## config.mk

```make
export PLATFORM = sky130hd
export DESIGN_NAME = debounced_event_counter_display_flat
export DESIGN_NICKNAME = d
export VERILOG_FILES = /design/src/dec_pkg.sv /design/src/dec_in_if.sv /design/src/dec_out_if.sv /design/src/dec_debounce.sv /design/src/dec_counter.sv /design/src/dec_scan.sv /design/src/debounced_event_counter_display.sv /design/src/flat_wrapper.sv
export VERILOG_INCLUDE_DIRS = /design/src /design/src/src
export SDC_FILE = /design/constraint.sdc
export NUM_CORES = 1
export LEC_CHECK = 0
export BUFFER_PORTS_ARGS = -buffer_cell sky130_fd_sc_hd__buf_2
export CAP_MARGIN = 20
export CORE_UTILIZATION = 56
export DETAILED_ROUTE_END_ITERATION = 8
export PLACE_DENSITY = 0.84
export SKIP_LAST_GASP = 1
export SLEW_MARGIN = 30
export SYNTH_ARGS = -nofsm -noshare
export SYNTH_HDL_FRONTEND = slang
export SYNTH_SLANG_ARGS = --single-unit
```

## constraint.sdc

```tcl
create_clock -name clk -period 7.4 [get_ports clk]
set_input_delay 0.37 -clock clk [delete_from_list [all_inputs] [get_ports clk]]
set_output_delay 0.37 -clock clk [all_outputs]
set_load 0.01 [all_outputs]
```

## src/debounced_event_counter_display_assert.svh

```systemverilog
// assertion macros for the debounced event counter display
// expects signals named clk and rst_n in the module that uses them
`ifndef DEBOUNCED_EVENT_COUNTER_DISPLAY_ASSERT_SVH
`define DEBOUNCED_EVENT_COUNTER_DISPLAY_ASSERT_SVH

// same-cycle implication
`define DEC_ASSERT_IMP(lbl, ante, cons) \
  lbl: assert property (@(posedge clk) disable iff (!rst_n) (ante) |-> (cons)) \
    else $error("dec assertion failed");

// next-cycle implication
`define DEC_ASSERT_NXT(lbl, ante, cons) \
  lbl: assert property (@(posedge clk) disable iff (!rst_n) (ante) |=> (cons)) \
    else $error("dec assertion failed");

`endif

```

## src/dec_pkg.sv

```systemverilog
// shared constants, types and segment decode for the event counter display
// no dependencies
`timescale 1ns / 1ps
package dec_pkg;

  localparam int DIGITS      = 8;
  localparam int SEL_W       = 8;
  localparam int POS_W       = 4;
  localparam int DIGIT_IDX_W = 3;
  localparam int BCD_DIGITS  = 8;
  localparam int COUNT_W     = 27;
  localparam int FILT_W      = 8;
  localparam int CFG_W       = 8;

  localparam logic [COUNT_W-1:0] COUNT_WRAP_ABOVE = 27'd99999998;
  localparam logic [COUNT_W-1:0] COUNT_MAX        = 27'd99999999;

  localparam logic [FILT_W-1:0] DEBOUNCE_LIMIT_RST = 8'd10;
  localparam logic [FILT_W-1:0] RELEASE_LEVEL_RST  = 8'd3;

  localparam logic [7:0] DASH_CODE  = 8'b10111111;
  localparam logic [7:0] BLANK_CODE = 8'b11111111;

  typedef enum logic [0:0] {
    CFG_DEBOUNCE_LIMIT = 1'b0,
    CFG_RELEASE_LEVEL  = 1'b1
  } cfg_idx_t;

  typedef logic [BCD_DIGITS-1:0][3:0] bcd_t;

  // control for one counter step
  typedef struct packed {
    logic step;
    logic zero;
    logic inc;
  } cnt_ctrl_t;

  typedef struct packed {
    logic [COUNT_W-1:0] count_value;
    logic               counting_shown;
    logic [SEL_W-1:0]   digit_select;
    logic [7:0]         segment_code;
  } result_t;

  // active-low seven-segment pattern for a decimal digit
  function automatic logic [7:0] seg_decode(input logic [3:0] digit);
    logic [7:0] code;
    case (digit)
      4'd0: code = 8'b11000000;
      4'd1: code = 8'b11111001;
      4'd2: code = 8'b10100100;
      4'd3: code = 8'b10110000;
      4'd4: code = 8'b10011001;
      4'd5: code = 8'b10010010;
      4'd6: code = 8'b10000010;
      4'd7: code = 8'b11111000;
      4'd8: code = 8'b10000000;
      4'd9: code = 8'b10010000;
      default: code = BLANK_CODE;
    endcase
    return code;
  endfunction

endpackage

```

## src/dec_in_if.sv

```systemverilog
// input sample channel: valid/ready with the three sampled levels
// uses no package
`timescale 1ns / 1ps
interface dec_in_if;
  logic valid;
  logic ready;
  logic count_level;
  logic clear_level;
  logic scan_tick;

  modport source (output valid, output count_level, output clear_level, output scan_tick,
                  input ready);
  modport sink (input valid, input count_level, input clear_level, input scan_tick,
                output ready);
endinterface

```

## src/dec_out_if.sv

```systemverilog
// result channel: valid/ready with count and display outputs
// depends on dec_pkg for widths
`timescale 1ns / 1ps
interface dec_out_if;
  logic                          valid;
  logic                          ready;
  logic [dec_pkg::COUNT_W-1:0]   count_value;
  logic                          counting_shown;
  logic [dec_pkg::SEL_W-1:0]     digit_select;
  logic [7:0]                    segment_code;

  modport source (output valid, output count_value, output counting_shown,
                  output digit_select, output segment_code, input ready);
  modport sink (input valid, input count_value, input counting_shown,
                input digit_select, input segment_code, output ready);
endinterface

```

## src/dec_debounce.sv

```systemverilog
// counting debouncer with hysteresis, one sample per enabled cycle
// depends on dec_pkg
`timescale 1ns / 1ps
module dec_debounce (
  input  logic                        clk,
  input  logic                        rst_n,
  input  logic                        en,
  input  logic                        level,
  input  logic [dec_pkg::FILT_W-1:0]  limit,
  input  logic [dec_pkg::FILT_W-1:0]  release_lvl,
  output logic                        fire
);

  logic [dec_pkg::FILT_W-1:0] filter_r, filter_nxt;
  logic                       latched_r, latched_nxt;

  always_comb begin
    filter_nxt  = filter_r;
    latched_nxt = latched_r;
    fire        = 1'b0;
    if (!level) begin
      if (filter_r != '0) begin
        filter_nxt = filter_r - 1'b1;
        if (filter_nxt < release_lvl) begin
          latched_nxt = 1'b0;
        end
      end
    end else if (!latched_r) begin
      if (filter_r < limit) begin
        filter_nxt = filter_r + 1'b1;
      end
      if (filter_nxt >= limit) begin
        latched_nxt = 1'b1;
        fire        = 1'b1;
      end
    end
  end

  always_ff @(posedge clk) begin
    if (!rst_n) begin
      filter_r  <= '0;
      latched_r <= 1'b0;
    end else if (en) begin
      filter_r  <= filter_nxt;
      latched_r <= latched_nxt;
    end
  end

endmodule

```

## src/dec_counter.sv

```systemverilog
// event count kept both in binary and in packed bcd for the display
// depends on dec_pkg
`timescale 1ns / 1ps
module dec_counter (
  input  logic                         clk,
  input  logic                         rst_n,
  input  dec_pkg::cnt_ctrl_t           ctrl,
  output logic [dec_pkg::COUNT_W-1:0]  count_nxt,
  output dec_pkg::bcd_t                bcd_nxt
);

  logic [dec_pkg::COUNT_W-1:0] count_r;
  dec_pkg::bcd_t               bcd_r;
  logic [dec_pkg::COUNT_W-1:0] count_base;
  dec_pkg::bcd_t               bcd_base;
  logic                        zero_base;
  logic                        carry;

  always_comb begin
    // all nines from the previous step wraps before anything else
    zero_base  = (count_r > dec_pkg::COUNT_WRAP_ABOVE) || ctrl.zero;
    count_base = zero_base ? '0 : count_r;
    bcd_base   = zero_base ? '0 : bcd_r;
    count_nxt  = count_base + dec_pkg::COUNT_W'(ctrl.inc);
    bcd_nxt    = bcd_base;
    carry      = ctrl.inc;
    for (int i = 0; i < dec_pkg::BCD_DIGITS; i++) begin
      if (carry) begin
        if (bcd_base[i] == 4'd9) begin
          bcd_nxt[i] = 4'd0;
        end else begin
          bcd_nxt[i] = bcd_base[i] + 4'd1;
          carry      = 1'b0;
        end
      end
    end
  end

  always_ff @(posedge clk) begin
    if (!rst_n) begin
      count_r <= '0;
      bcd_r   <= '0;
    end else if (ctrl.step) begin
      count_r <= count_nxt;
      bcd_r   <= bcd_nxt;
    end
  end

endmodule

```

## src/dec_scan.sv

```systemverilog
// display multiplexer: scan position, one-hot select and segment pattern
// depends on dec_pkg
`timescale 1ns / 1ps
module dec_scan (
  input  logic                        clk,
  input  logic                        rst_n,
  input  logic                        en,
  input  logic                        tick,
  input  dec_pkg::bcd_t               bcd_nxt,
  input  logic                        show_nxt,
  output logic [dec_pkg::SEL_W-1:0]   digit_select,
  output logic [7:0]                  segment_code
);

  logic [dec_pkg::POS_W-1:0]       pos_r, pos_nxt;
  logic [dec_pkg::POS_W-1:0]       pos_m1;
  logic [dec_pkg::DIGIT_IDX_W-1:0] k;

  always_comb begin
    pos_nxt = pos_r;
    if (tick) begin
      if (pos_r >= dec_pkg::POS_W'(dec_pkg::DIGITS)) begin
        pos_nxt = dec_pkg::POS_W'(1);
      end else begin
        pos_nxt = pos_r + 1'b1;
      end
    end
    pos_m1       = pos_nxt - 1'b1;
    k            = pos_m1[dec_pkg::DIGIT_IDX_W-1:0];
    digit_select = '0;
    segment_code = dec_pkg::BLANK_CODE;
    // position zero means no digit has been scanned yet
    if (pos_nxt != '0) begin
      digit_select    = '0;
      digit_select[k] = 1'b1;
      segment_code    = show_nxt ? dec_pkg::seg_decode(bcd_nxt[k]) : dec_pkg::DASH_CODE;
    end
  end

  always_ff @(posedge clk) begin
    if (!rst_n) begin
      pos_r <= '0;
    end else if (en) begin
      pos_r <= pos_nxt;
    end
  end

endmodule

```

## src/debounced_event_counter_display.sv

```systemverilog
// Debounced eight-digit event counter with a multiplexed seven-segment output.
// Input channel in_if carries one sample tick: count level, clear level and a
// scan flag. Each transfer yields exactly one result on out_if: the binary
// count, whether the count is shown, a one-hot digit select and the active-low
// segment pattern of that digit (dashes while paused, blank before the first
// scan tick).
// cfg_we/cfg_index/cfg_wdata write the debounce limit (index 0) and release
// level (index 1); write them only while no sample is in flight.
// A sample is first captured in the input register and is then processed into
// the result register when it advances; its result is valid from then on.
// Throughput is one sample per cycle while the receiver keeps ready high, set
// by the single input register feeding the single result register.
// Reset (synchronous, rst_n low) zeroes the count and filters, resumes the
// display and deselects all digits; limit returns to 10, release level to 3.
// If the receiver holds ready low, the result register holds and one more
// sample is kept in the input register before in_if.ready drops.
// depends on dec_pkg, dec_in_if, dec_out_if, dec_debounce, dec_counter, dec_scan
`timescale 1ns / 1ps
`include "debounced_event_counter_display_assert.svh"
module debounced_event_counter_display (
  input  logic                        clk,
  input  logic                        rst_n,
  dec_in_if.sink                      in_if,
  dec_out_if.source                   out_if,
  input  logic                        cfg_we,
  input  dec_pkg::cfg_idx_t           cfg_index,
  input  logic [dec_pkg::CFG_W-1:0]   cfg_wdata
);

  logic [dec_pkg::FILT_W-1:0] limit_r;
  logic [dec_pkg::FILT_W-1:0] release_r;

  logic s1_valid_r;
  logic count_lvl_r, clear_lvl_r, scan_r;
  logic advance;

  logic paused_r, paused_nxt;
  logic clear_fire, count_fire;

  dec_pkg::cnt_ctrl_t          cnt_ctrl;
  logic [dec_pkg::COUNT_W-1:0] count_nxt;
  dec_pkg::bcd_t               bcd_nxt;
  logic [dec_pkg::SEL_W-1:0]   sel_nxt;
  logic [7:0]                  seg_nxt;

  logic             out_valid_r;
  dec_pkg::result_t res_r;

  // config registers
  always_ff @(posedge clk) begin
    if (!rst_n) begin
      limit_r   <= dec_pkg::DEBOUNCE_LIMIT_RST;
      release_r <= dec_pkg::RELEASE_LEVEL_RST;
    end else if (cfg_we) begin
      case (cfg_index)
        dec_pkg::CFG_DEBOUNCE_LIMIT: limit_r   <= cfg_wdata;
        dec_pkg::CFG_RELEASE_LEVEL:  release_r <= cfg_wdata;
        default: ;
      endcase
    end
  end

  assign advance     = s1_valid_r && (!out_valid_r || out_if.ready);
  assign in_if.ready = !s1_valid_r || advance;

  // input register
  always_ff @(posedge clk) begin
    if (!rst_n) begin
      s1_valid_r <= 1'b0;
    end else if (in_if.ready) begin
      s1_valid_r <= in_if.valid;
    end
  end

  always_ff @(posedge clk) begin
    if (in_if.valid && in_if.ready) begin
      count_lvl_r <= in_if.count_level;
      clear_lvl_r <= in_if.clear_level;
      scan_r      <= in_if.scan_tick;
    end
  end

  dec_debounce u_clear_db (
    .clk         (clk),
    .rst_n       (rst_n),
    .en          (advance),
    .level       (clear_lvl_r),
    .limit       (limit_r),
    .release_lvl (release_r),
    .fire        (clear_fire)
  );

  dec_debounce u_count_db (
    .clk         (clk),
    .rst_n       (rst_n),
    .en          (advance),
    .level       (count_lvl_r),
    .limit       (limit_r),
    .release_lvl (release_r),
    .fire        (count_fire)
  );

  // clear toggles pause; leaving pause zeroes the count
  always_comb begin
    paused_nxt    = clear_fire ? !paused_r : paused_r;
    cnt_ctrl.step = advance;
    cnt_ctrl.zero = clear_fire && paused_r;
    cnt_ctrl.inc  = count_fire;
  end

  always_ff @(posedge clk) begin
    if (!rst_n) begin
      paused_r <= 1'b0;
    end else if (advance) begin
      paused_r <= paused_nxt;
    end
  end

  dec_counter u_counter (
    .clk       (clk),
    .rst_n     (rst_n),
    .ctrl      (cnt_ctrl),
    .count_nxt (count_nxt),
    .bcd_nxt   (bcd_nxt)
  );

  dec_scan u_scan (
    .clk          (clk),
    .rst_n        (rst_n),
    .en           (advance),
    .tick         (scan_r),
    .bcd_nxt      (bcd_nxt),
    .show_nxt     (!paused_nxt),
    .digit_select (sel_nxt),
    .segment_code (seg_nxt)
  );

  // result register
  always_ff @(posedge clk) begin
    if (!rst_n) begin
      out_valid_r <= 1'b0;
    end else if (advance) begin
      out_valid_r <= 1'b1;
    end else if (out_if.ready) begin
      out_valid_r <= 1'b0;
    end
  end

  always_ff @(posedge clk) begin
    if (advance) begin
      res_r.count_value    <= count_nxt;
      res_r.counting_shown <= !paused_nxt;
      res_r.digit_select   <= sel_nxt;
      res_r.segment_code   <= seg_nxt;
    end
  end

  assign out_if.valid          = out_valid_r;
  assign out_if.count_value    = res_r.count_value;
  assign out_if.counting_shown = res_r.counting_shown;
  assign out_if.digit_select   = res_r.digit_select;
  assign out_if.segment_code   = res_r.segment_code;

  `DEC_ASSERT_NXT(a_advance_gives_result, advance, out_valid_r)
  `DEC_ASSERT_IMP(a_count_in_range, out_valid_r, res_r.count_value <= dec_pkg::COUNT_MAX)
  `DEC_ASSERT_IMP(a_blank_unselected, out_valid_r && res_r.digit_select == '0,
                  res_r.segment_code == dec_pkg::BLANK_CODE)
  `DEC_ASSERT_IMP(a_dash_when_paused,
                  out_valid_r && !res_r.counting_shown && res_r.digit_select != '0,
                  res_r.segment_code == dec_pkg::DASH_CODE)

endmodule
```

## src/flat_wrapper.sv

```systemverilog
// flat-port wrapper written by rule: the top's interface ports become plain ports
module debounced_event_counter_display_flat 
  (clk, rst_n, cfg_we, cfg_index, cfg_wdata, in_if_valid, in_if_count_level, in_if_clear_level, in_if_scan_tick, in_if_ready, out_if_valid, out_if_count_value, out_if_counting_shown, out_if_digit_select, out_if_segment_code, out_if_ready);
  dec_in_if in_if_i ();
  dec_out_if out_if_i ();
  input  logic clk;
  input  logic rst_n;
  input  logic cfg_we;
  input  dec_pkg::cfg_idx_t cfg_index;
  input  logic [dec_pkg::CFG_W-1:0] cfg_wdata;
  input wire logic [$bits(in_if_i.valid)-1:0] in_if_valid;
  input wire logic [$bits(in_if_i.count_level)-1:0] in_if_count_level;
  input wire logic [$bits(in_if_i.clear_level)-1:0] in_if_clear_level;
  input wire logic [$bits(in_if_i.scan_tick)-1:0] in_if_scan_tick;
  output wire logic [$bits(in_if_i.ready)-1:0] in_if_ready;
  output wire logic [$bits(out_if_i.valid)-1:0] out_if_valid;
  output wire logic [$bits(out_if_i.count_value)-1:0] out_if_count_value;
  output wire logic [$bits(out_if_i.counting_shown)-1:0] out_if_counting_shown;
  output wire logic [$bits(out_if_i.digit_select)-1:0] out_if_digit_select;
  output wire logic [$bits(out_if_i.segment_code)-1:0] out_if_segment_code;
  input wire logic [$bits(out_if_i.ready)-1:0] out_if_ready;
  assign in_if_i.valid = in_if_valid;
  assign in_if_i.count_level = in_if_count_level;
  assign in_if_i.clear_level = in_if_clear_level;
  assign in_if_i.scan_tick = in_if_scan_tick;
  assign in_if_ready = in_if_i.ready;
  assign out_if_valid = out_if_i.valid;
  assign out_if_count_value = out_if_i.count_value;
  assign out_if_counting_shown = out_if_i.counting_shown;
  assign out_if_digit_select = out_if_i.digit_select;
  assign out_if_segment_code = out_if_i.segment_code;
  assign out_if_i.ready = out_if_ready;
  debounced_event_counter_display u_core (.clk(clk), .rst_n(rst_n), .in_if(in_if_i), .out_if(out_if_i), .cfg_we(cfg_we), .cfg_index(cfg_index), .cfg_wdata(cfg_wdata));
endmodule
```

* Word-level counts from Yosys, hierarchy flattened
Memory sizes are Yosys's and may differ from the RTL's. Index checks and enable logic that the tools add are counted.
Cells by class: $add $sub $neg 15, multiply operators 0, divide/modulo/power cells 0, magnitude comparators 10, eq/ne operators 10, shift operators 0, mux-type cells 68, bitwise gates (word level) 2, reductions and logical operators 26
Operators with widths (number):
- two-way mux 8 bit | 12
- two-way mux 4 bit | 19
- adder 4 x 1 -> 4 bit, second input constant | 9
- == test 4 bit, second input constant | 8
- < comparator 8 bit | 4
- two-way mux 1 bit | 32
- two-way mux 32 bit | 1
- adder 27 x 1 -> 27 bit | 1
- greater-than comparator 27 bit, second input constant | 1
- two-way mux 27 bit | 1
- adder 8 x 1 -> 8 bit, second input constant | 2
- greater-or-equal comparator 8 bit | 2
- nonzero test 8 bit | 2
- subtractor 8 x 1 -> 8 bit, second input constant | 2
- binary-select mux 4 bit (select 3 bit) | 1
- AND reduction 3 bit | 4
- nonzero test 2 bit | 5
- two-way mux 7 bit | 1
- greater-or-equal comparator 4 bit, second input constant | 1
- logical AND 1 bit | 4
- logical NOT 1 bit | 4
- < comparator 3 x 4 -> 1 bit, second input constant | 1
- != test 2 bit, second input constant | 2
- AND reduction 2 bit | 2
- other kinds (7) | 10
Storage, ports and cells: register bits 147, bits in latches 0, memory bits (writable) 0, ROM bits 112, input port bits 17, output and inout port bits 46, memories kept 1
Memory list:
- (no name shown) | depth 16, width 7, rd ports 1, clocked after Yosys merged registers in 0, wr ports 0, RTL line dec_pkg.sv:48 | case (digit)

* Depth between registers and ports, before layout
Gate-level depths: netlist of run 1. An unclocked memory read counts as a cell.
depth in word-level cells 25, mapped depth 40, mapped depth without buffers 37

* By module
From an unflattened synthesis of run 1, not the netlist that was laid out.
Second synthesis, totals: cells, all modules 1309, area, all modules 10875.4 um^2
By module, submodules not included:
- dec_counter | times used 1, cells an instance 672, area an instance 4795.8 um^2, sequential area each 1181.1 um^2
- dec_debounce | times used 2, cells an instance 195, area an instance 1475.2 um^2, sequential area each 180.2 um^2
- debounced_event_counter_display | times used 1, cells an instance 135, area an instance 2145.8 um^2, sequential area each 1791.7 um^2
- dec_scan | times used 1, cells an instance 112, area an instance 983.4 um^2, sequential area each 80.1 um^2

* Worst setup path before layout of run 1
Ideal clock, no wire load.
kind register -> register, from register u_core.u_clear_db.filter_r[1] (netlist name), to register u_core.u_counter.count_r[22] (netlist name), arrival 8.109 ns, required time 7.324 ns, path slack -0.785 ns, cell stages (with the launch flop) 39, path buffers 3, period minus slack after synthesis 8.185 ns, cells stage by stage dfxtp_1 ha_1 a21o_1 a21o_1 a21o_1 a21o_1 a2111oi_0 nor2_1 xnor2_1 ha_1 nand2b_1 a21o_1 a21o_1 a21o_1 a21o_1 a21o_1 a21oi_1 nor2b_1 (+3 left out) or3_1 or4_4 o21ai_2 clkbuf_1 clkbuf_1 and2_1 ha_1 ha_1 and4_1 nand4_1 or3_1 clkbuf_1 nor2_1 nand4_1 or3_1 a21oi_1 nand2_1 a21boi_0
Between the ends: word-level cells in the longest chain between the ends 12, elaborated cells between the ends (all ways) 13, classes of those cells add/sub (2); order compare (2); mux (7); reduce/logical (2)
Ends and longest elaborated chain:
- start: declaration | RTL line dec_debounce.sv:14 | logic [dec_pkg::FILT_W-1:0] filter_r, filter_nxt;
- start signal: assignment | RTL line dec_debounce.sv:44 | filter_r <= filter_nxt;
- adder 8 x 1 -> 8 bit or < comparator 8 bit (tied branches) | RTL line dec_debounce.sv:30, dec_debounce.sv:29
- two-way mux 8 bit (*) | RTL line dec_debounce.sv:29 | if (filter_r < limit) begin
- two-way mux 8 bit (*) | RTL line dec_debounce.sv:28 | end else if (!latched_r) begin
- two-way mux 8 bit (*) | RTL line dec_debounce.sv:21 | if (!level) begin
- greater-or-equal comparator 8 bit (*) | RTL line dec_debounce.sv:32 | if (filter_nxt >= limit) begin
- two-way mux 1 bit (*) | RTL line dec_debounce.sv:32
- two-way mux 1 bit (*) | RTL line dec_debounce.sv:28
- two-way mux 1 bit (*) | RTL line dec_debounce.sv:21
- logical AND 1 bit (*) | RTL line debounced_event_counter_display.sv:107 | cnt_ctrl.zero = clear_fire && paused_r;
- logical OR 1 bit (*) | RTL line dec_counter.sv:21 | zero_base = (count_r > dec_pkg::COUNT_WRAP_ABOVE) || ctrl.zero;
- two-way mux 27 bit (*) | RTL line dec_counter.sv:22 | count_base = zero_base ? '0 : count_r;
- adder 27 x 1 -> 27 bit (*) | RTL line dec_counter.sv:24 | count_nxt = count_base + dec_pkg::COUNT_W'(ctrl.inc);
- named net u_core.count_nxt, one bit | RTL line debounced_event_counter_display.sv:41 | logic [dec_pkg::COUNT_W-1:0] count_nxt;
- end signal: assignment | RTL line dec_counter.sv:44 | count_r <= count_nxt;
- end: declaration | RTL line dec_counter.sv:12 | logic [dec_pkg::COUNT_W-1:0] count_r;
The timed path passes the listed nets; every way through them passes the cells marked *. The select of a mux whose other input is x is not followed. A chain may end at the register's enable or synchronous reset.

* Worst setup path in the final report of run 1
from register u_core.limit_r[1] (netlist name), to register u_core.u_counter.count_r[24] (netlist name)
Between the ends: word-level cells in the longest chain between the ends 12, elaborated cells between the ends (all ways) 20, classes of those cells add/sub (1); order compare (4); mux (13); reduce/logical (2)
Ends and longest elaborated chain:
- start: declaration | RTL line debounced_event_counter_display.sv:30 | logic [dec_pkg::FILT_W-1:0] limit_r;
- start signal: assignment | RTL line debounced_event_counter_display.sv:52 | limit_r <= dec_pkg::DEBOUNCE_LIMIT_RST;
- start signal: assignment | RTL line debounced_event_counter_display.sv:56 | dec_pkg::CFG_DEBOUNCE_LIMIT: limit_r <= cfg_wdata;
- < comparator 8 bit | RTL line dec_debounce.sv:29
- two-way mux 8 bit | RTL line dec_debounce.sv:29
- two-way mux 8 bit | RTL line dec_debounce.sv:28
- two-way mux 8 bit | RTL line dec_debounce.sv:21
- greater-or-equal comparator 8 bit | RTL line dec_debounce.sv:32
- two-way mux 1 bit | RTL line dec_debounce.sv:32
- two-way mux 1 bit | RTL line dec_debounce.sv:28
- two-way mux 1 bit | RTL line dec_debounce.sv:21
- logical AND 1 bit | RTL line debounced_event_counter_display.sv:107
- logical OR 1 bit | RTL line dec_counter.sv:21
- two-way mux 27 bit | RTL line dec_counter.sv:22
- adder 27 x 1 -> 27 bit (*) | RTL line dec_counter.sv:24
- named net u_core.count_nxt, one bit | RTL line debounced_event_counter_display.sv:41
Marks and branches as above.

==> results of run 1 <==
registers in the layout, indices dropped and copies added, names as in the netlist:
name / count
u_core.clear_lvl_r: 1
u_core.count_lvl_r: 1
u_core.limit_r: 8
u_core.out_if.count_value: 27
u_core.out_if.counting_shown: 1
u_core.out_if.digit_select: 8
u_core.out_if.segment_code: 7
u_core.out_if.valid: 1
u_core.paused_r: 1
u_core.release_r: 8
u_core.s1_valid_r: 1
u_core.scan_r: 1
u_core.u_clear_db.filter_r: 8
u_core.u_clear_db.latched_r: 1
u_core.u_count_db.filter_r: 8
u_core.u_count_db.latched_r: 1
u_core.u_counter.bcd_r: 32
u_core.u_counter.count_r: 27
u_core.u_scan.pos_r: 4
cell type report:
class,count,area (um^2),area share
Clock inverter,13,224,0.0202
Tap cell,220,275,0.0248
Multi-Input combinational cell,917,5990,0.541
Timing Repair Buffer,96,572,0.0516
Clock buffer,19,453,0.0409
Inverter,48,181,0.0164
Sequential cell,146,3390,0.305
report_power, final:
part	leakage, nW	internal [W]	switching, W	total (W)
registers	1.23	0.000861	0.0000240	0.000885
logic	2.67	0.000177	0.000276	0.000453
clock network	0.328	0.000624	0.000361	0.000985
worst register-to-register path: cells and delay by family (launching register included):
| kind | cells | cell delay (ps) |
|---|---|---|
| AND/OR/NAND/NOR | 15 | 2910 |
| AO/OA/AOI/OAI | 15 | 2540 |
| adder cells (fa/ha/maj) | 5 | 1060 |
| buffers and inverters | 3 | 420 |
| flip-flops | 1 | 320 |
| XOR/XNOR | 1 | 120 |
kinds of logic after synthesis:
logic type,Yosys count,share of synthesized area
compound gates,312,0.211
xor+xnor,67,0.0607
mux,6,0.00621
other cells,1,0.000388
buf+inv,110,0.0441
simple gates,469,0.247
fa+ha+maj,62,0.0802
flops,146,0.350
metal layers:
| layer | track usage | routed length, um | vias to the layer above |
|---|---|---|---|
| met4 | 0.134 | 822 | 0 |
| met2 | 0.439 | 11600 | 369 |
| met3 | 0.0605 | 1740 | 78 |
| met5 | 0 | 0 | - |
| met1 | 0.361 | 10500 | 4168 |
| li1 | - | - | 4316 |
metrics by stage:
stage               hold slack [ps]  worst slack (ps)  instance area (um^2)  power, W   util
CTS                             107              5.51                 10900   0.00232  0.654
global route                   99.0              -300                 11100   0.00242  0.664
detailed placement              460             -75.6                 10200   0.00133  0.613
global placement                450               211                 10200   0.00132  0.613
finish                          115             -11.5                 11100   0.00232  0.664
floorplan                       443              4.59                  9710   0.00121      -
cells in the final DEF, fill, tap and decap left out, types with 6 or more instances in the layout:
| cell | synthesis | final |
|---|---|---|
| sky130_fd_sc_hd__buf_2 | 2 | 61 |
| sky130_fd_sc_hd__and3_1 | 11 | 11 |
| sky130_fd_sc_hd__or3_1 | 14 | 13 |
| sky130_fd_sc_hd__nor2b_1 | 56 | 56 |
| sky130_fd_sc_hd__o211ai_1 | 15 | 15 |
| sky130_fd_sc_hd__dfxtp_1 | 100 | 98 |
| sky130_fd_sc_hd__nor3_1 | 40 | 39 |
| sky130_fd_sc_hd__and2_1 | 16 | 16 |
| sky130_fd_sc_hd__a211oi_1 | 8 | 8 |
| sky130_fd_sc_hd__a21boi_0 | 48 | 46 |
| sky130_fd_sc_hd__clkbuf_16 | 0 | 17 |
| sky130_fd_sc_hd__buf_4 | 1 | 34 |
| sky130_fd_sc_hd__mux2i_1 | 6 | 6 |
| sky130_fd_sc_hd__o31ai_1 | 8 | 8 |
| sky130_fd_sc_hd__xor2_1 | 36 | 36 |
| sky130_fd_sc_hd__edfxtp_1 | 46 | 46 |
| sky130_fd_sc_hd__nand3_1 | 25 | 23 |
| sky130_fd_sc_hd__ha_1 | 62 | 58 |
| sky130_fd_sc_hd__nand2b_1 | 21 | 19 |
| sky130_fd_sc_hd__xnor2_1 | 31 | 30 |
| sky130_fd_sc_hd__inv_1 | 46 | 44 |
| sky130_fd_sc_hd__a21o_1 | 15 | 15 |
| sky130_fd_sc_hd__nand2_1 | 154 | 154 |
| sky130_fd_sc_hd__a31oi_1 | 11 | 11 |
| sky130_fd_sc_hd__o22ai_1 | 8 | 8 |
| sky130_fd_sc_hd__a21oi_1 | 72 | 71 |
| sky130_fd_sc_hd__o21ai_0 | 64 | 63 |
| sky130_fd_sc_hd__nand4_1 | 15 | 15 |
| sky130_fd_sc_hd__nor4_1 | 14 | 14 |
| sky130_fd_sc_hd__o21a_1 | 12 | 11 |
| sky130_fd_sc_hd__nor2_1 | 69 | 65 |
timing repair:
item / in CTS / in global routing
resized for setup: 2 / 22
setup endpoints to repair: 3 / 17
buffers inserted: 1 / 10
pin swaps: 0 / 29
path summary, 6_finish.rpt:
| path | endpoint | slack [ps] | depth (start not counted) |
|---|---|---|---|
| setup / recovery | u_core.u_counter.count_r[24]$_SDFFE_PN0P_ | -10 | 39 |
| hold / removal | u_core.clear_lvl_r$_DFFE_PP_ | 110 | 1 |
| setup reg to reg | u_core.u_counter.count_r[24]$_SDFFE_PN0P_ | -10 | 39 |
| hold reg to reg | u_core.release_r[3]$_SDFFE_PN0P_ | 470 | 2 |
==> summary.json, run 1 <==
{
  "maximum_vdd_ir_drop_mv": 0.176,
  "layout.cells.non_filler": 1459,
  "synth-edff-count": 46,
  "fp-row-count": 47,
  "tritoncts_num_sinks": 146,
  "synthToLayoutAreaGrowth_pct": 14.6,
  "finalWorstSetupSlack_ps": -11.5,
  "buffers_on_ports": 61,
  "initial_core_utilization": 0.579,
  "finalSetupViolations": 1,
  "seq_area_frac_synth": 0.350,
  "highest_delay_cell_along_the_critical_path": "sky130_fd_sc_hd__or4_4",
  "fin_crit_ps": 7410,
  "synthesis.area_per_instance_um2": 8.25,
  "worst-path-buf-inv": 3,
  "outcome": "complete, but fails checks",
  "synth-warning-count": 0,
  "htreeDepth": 4,
  "post-dp-hpwl_um": 16200,
  "die_x_um": 133,
  "number_of_antenna_violations_at_the_first_check_in_global_routing": 0,
  "synth_common_cells": "sky130_fd_sc_hd__nand2_1 (154), sky130_fd_sc_hd__dfxtp_1 (100), sky130_fd_sc_hd__a21oi_1 (72)",
  "pwr_density_cell_nw_per_um2": 210,
  "clkLatencyLatePin_ps": 430,
  "maxClockFrequency_mhz": 135,
  "totalWireLength_um": 24600,
  "placedCellCount": 1417,
  "start_point_of_the_critical_path": "u_core.limit_r[1]$_SDFFE_PN1P_",
  "synth_top_cells_by_area": "sky130_fd_sc_hd__dfxtp_1 (21%), sky130_fd_sc_hd__edfxtp_1 (14%), sky130_fd_sc_hd__ha_1 (8.0%)",
  "tns_ps": -11.5,
  "endpoint_kind": "register",
  "cts_root_buffer": "sky130_fd_sc_hd__clkbuf_16",
  "tritoncts": "done",
  "period_share": 1.00,
  "postRouteAntennaNets": 0,
  "avgRoutedWirePerCell_um": 16.9,
  "gpl.final_weighted_congestion": 0.940,
  "kind_of_start_point_of_the_critical_path": "register",
  "yosys.cell_count.top_type": "sky130_fd_sc_hd__nand2_1",
  "num-nets-final": 1305,
  "first_iter_violations": 847,
  "final_max_slew_viol_count": 0,
  "worstReg2RegStart": "u_core.limit_r[1]$_SDFFE_PN1P_",
  "worstPathMaxFanout": 3,
  "number_of_clock_buffers_inserted_by_tritoncts": 17,
  "remaining_drc_errors": 0,
  "synthDominantCellAreaShare": 0.207,
  "timing_hold_violations_final": 0,
  "ys_dominant_reg_cell": "sky130_fd_sc_hd__dfxtp_1",
  "cts.path.max_buffers": 2,
  "via_count_of_the_first_global_routing_pass": 8215,
  "gr-total-overflow": 0,
  "clock_skew_ps": 9.46,
  "timing.slew.headroom": 0.337,
  "grt_setup_unrepaired": "yes",
  "netlist.top_cell.by_area": "sky130_fd_sc_hd__dfxtp_1",
  "num_vias": 8931,
  "worst_ep_arrival_time_ps": 7770,
  "antennaDiodeCount": 0,
  "fp.dieH_um": 133,
  "worstMarginPinSlew_ps": 988,
  "synthesis.area_um2": 9670,
  "syn-instance-count": 1173,
  "maximum_number_of_pins_on_one_net_before_global_route_repair": 81,
  "worst_path_clk_slew_ps": 60,
  "route.detailed.vias_per_inst": 6.12,
  "synth.lib_cells_used.distinct": 75,
  "timing.critical_path.mode_cell": "sky130_fd_sc_hd__a21o_1",
  "min-delay-path-class": "input pin to register",
  "floorplan.die_area_um2": 17800,
  "worstHoldStart": "in_if_clear_level",
  "maxCapViolCount": 0,
  "ys_ff_latch": 146,
  "hold_buffers": 0,
  "worst_setup_path_category": "register to register",
  "io-pin-count": 63,
  "number_of_fill_cells": 1371,
  "leakagePower_nw": 4.23,
  "worst_path_largest_cell_delay_ps": 540,
  "cp_top_family": "simple AND/OR/NAND/NOR gates",
  "critPathRequiredTime_ps": 7760,
  "grt_first_pass_wirelength_um": 40000,
  "core_area_um2": 16700,
  "ys_async_sr_fraction": 0,
  "total_nets_after_synthesis": 1252,
  "firstDrtPassIters": 6,
  "violations": "negative setup slack",
  "post_route_cells_drive_above_1_share": 0.134,
  "grt_use_total": 0.278
}
No activity file was read; power rests on OpenSTA's default activity.
==> run 2, diff against run 1 <==
RECOVER_POWER = 50   (was unset)
TNS_END_PERCENT = 20   (was unset)
==> summary.json, run 2 (synthesis gave the netlist of run 1 again) <==
{
  "io-pin-count": 63,
  "maxClockFrequency_mhz": 135,
  "cts_root_buffer": "sky130_fd_sc_hd__clkbuf_16",
  "avgRoutedWirePerCell_um": 16.9,
  "remaining_drc_errors": 0,
  "largest_register_ff_count": 32,
  "die_x_um": 133,
  "finalHoldWorstSlack_ps": 114,
  "worstReg2RegStart": "u_core.limit_r[1]$_SDFFE_PN1P_",
  "finalSetupViolations": 1,
  "timing.critical_path.mode_cell": "sky130_fd_sc_hd__a21o_1",
  "first_iter_violations": 906,
  "number_of_clock_buffers_inserted_by_tritoncts": 17,
  "r2r_cells": 39,
  "min-delay-path-class": "input pin to register",
  "final_max_slew_viol_count": 0,
  "outcome": "complete, but fails checks",
  "hold_depth": 1,
  "layout.cells.most_common": "sky130_fd_sc_hd__nand2_1",
  "kind_of_start_point_of_the_critical_path": "register",
  "grt_first_pass_wirelength_um": 40000,
  "htreeDepth": 4,
  "endpoint_kind": "register",
  "tritoncts_num_sinks": 146,
  "num_vias": 8931,
  "post_route_cells_drive_above_1_share": 0.123,
  "worst_r2r_endpoint": "u_core.u_counter.count_r[24]$_SDFFE_PN0P_",
  "worst_path_largest_cell_delay_ps": 540,
  "timing.slew.headroom": 0.345,
  "initial_core_utilization": 0.579,
  "maximum_vdd_ir_drop_mv": 0.177,
  "tns_ps": -9.93,
  "whs_endpoint": "u_core.clear_lvl_r$_DFFE_PP_",
  "pwr_density_cell_nw_per_um2": 210,
  "maxCapViolCount": 0,
  "grt_setup_unrepaired": "yes",
  "worst_path_clk_slew_ps": 60,
  "worst_ep_arrival_time_ps": 7770,
  "postPlaceCellArea_um2": 10200,
  "clkLatencyLatePin_ps": 430,
  "totalWireLength_um": 24700,
  "timing.reg2reg.setup_slack_ps": -10,
  "worstHoldStart": "in_if_clear_level",
  "maximum_number_of_pins_on_one_net_before_global_route_repair": 81,
  "synthToLayoutAreaGrowth_pct": 14.4,
  "largest_register": "u_core.u_counter.bcd_r",
  "worst_setup_path_category": "register to register",
  "floorplan.die_area_um2": 17800,
  "critPathRequiredTime_ps": 7760,
  "postRouteAntennaNets": 0,
  "final_util": 0.662,
  "layout.cell_area.non_filler_um2": 11100,
  "core_area_um2": 16700,
  "cts.path.max_buffers": 2,
  "grt_use_total": 0.278,
  "highest_delay_cell_along_the_critical_path": "sky130_fd_sc_hd__or4_4",
  "route.detailed.vias_per_inst": 6.12,
  "antennaDiodeCount": 0,
  "buffers_on_ports": 61,
  "violations": "negative setup slack",
  "clock_skew_ps": 11.5,
  "finalWorstSetupSlack_ps": -9.93,
  "period_share": 1.00,
  "reg_top3": "u_core.u_counter.bcd_r: 32 flops, u_core.out_if.count_value: 27 flops, u_core.u_counter.count_r: 27 flops",
  "fp-row-count": 47,
  "fp.dieH_um": 133,
  "worstMarginPinSlew_ps": 976,
  "leakagePower_nw": 4.20,
  "tritoncts": "done",
  "firstDrtPassIters": 6,
  "timing_hold_violations_final": 0,
  "via_count_of_the_first_global_routing_pass": 8215,
  "number_of_antenna_violations_at_the_first_check_in_global_routing": 0,
  "post-dp-hpwl_um": 16200,
  "mostFrequentLayoutCells": "sky130_fd_sc_hd__nand2_1 (154), sky130_fd_sc_hd__dfxtp_1 (98), sky130_fd_sc_hd__a21oi_1 (71), sky130_fd_sc_hd__nor2_1 (65), sky130_fd_sc_hd__o21ai_0 (63)",
  "worstPathMaxFanout": 3,
  "fin_crit_ps": 7410,
  "num-nets-final": 1305,
  "gpl.final_weighted_congestion": 0.940,
  "gr-total-overflow": 0
}
run 2: cell count changes in the layout (fill, tap and decap cells not counted):
cell / change
sky130_fd_sc_hd__and2_0: +1
sky130_fd_sc_hd__and2_1: -1
sky130_fd_sc_hd__buf_2: -12
sky130_fd_sc_hd__clkbuf_1: +12
sky130_fd_sc_hd__nand3_1: +1
sky130_fd_sc_hd__nand3_2: -1
run 2: per-stage QoR:
stage | power (W) | instances | worst slack, ps
after detailed placement | 0.00133 | 1417 | -75.6
after global routing | 0.00242 | 1459 | -300
after CTS | 0.00232 | 1450 | 5.51
final | 0.00233 | 1459 | -9.93
after global placement | 0.00132 | 1417 | 211
after floorplan | 0.00121 | 1173 | 4.59
run 2: layer usage:
layer,share of wire,GRT usage,wire [um]
met5,0,0,0
met4,0.030,0.134,750
met3,0.075,0.0605,1860
met2,0.47,0.439,11600
met1,0.42,0.361,10500
run 2: layout make-up:
class                      count  area [um^2]
fill                        1381         5640
inverter                      48          181
sequential                   146         3390
timing repair buffer          96          557
tap                          220          275
clock inverter                13          224
multi-input combinational    917         5990
clock buffer                  19          453
run 2: worst max-delay path: cells and delay by family, from the launching register on:
kind / cells / cell delay (ps)
AND/OR/NAND/NOR: 15 / 2910
AO/OA/AOI/OAI: 15 / 2530
adder cells (fa/ha/maj): 5 / 1050
buffers and inverters: 3 / 420
flip-flops: 1 / 320
XOR/XNOR: 1 / 120
run 2: where the power goes:
group	leakage [nW]	total [W]	internal (W)	switching (W)
logic	2.64	0.000452	0.000176	0.000276
clock network	0.328	0.000989	0.000624	0.000365
registers	1.23	0.000885	0.000861	0.0000240
run 2: worst max path at each step:
stage,from,end,slack [ps]
6_report,u_core.limit_r[1]$_SDFFE_PN1P_,u_core.u_counter.count_r[24]$_SDFFE_PN0P_,-10
5_1_grt,u_core.limit_r[1]$_SDFFE_PN1P_,u_core.u_counter.count_r[24]$_SDFFE_PN0P_,-300
4_1_cts,u_core.limit_r[1]$_SDFFE_PN1P_,u_core.u_counter.count_r[22]$_SDFFE_PN0P_,6
3_5_place_dp,u_core.limit_r[1]$_SDFFE_PN1P_,u_core.u_counter.count_r[22]$_SDFFE_PN0P_,-80
3_3_place_gp,u_core.limit_r[1]$_SDFFE_PN1P_,u_core.u_counter.count_r[22]$_SDFFE_PN0P_,210
2_1_floorplan,u_core.limit_r[1]$_SDFFE_PN1P_,u_core.u_counter.count_r[22]$_SDFFE_PN0P_,5
run 2: repair_timing:
action                     CTS  global route
setup endpoints to repair    3            17
pin swaps                    0            29
setup buffers                1            10
hold buffers                 0             0
cloned                       0             0
gates resized for setup      2            21
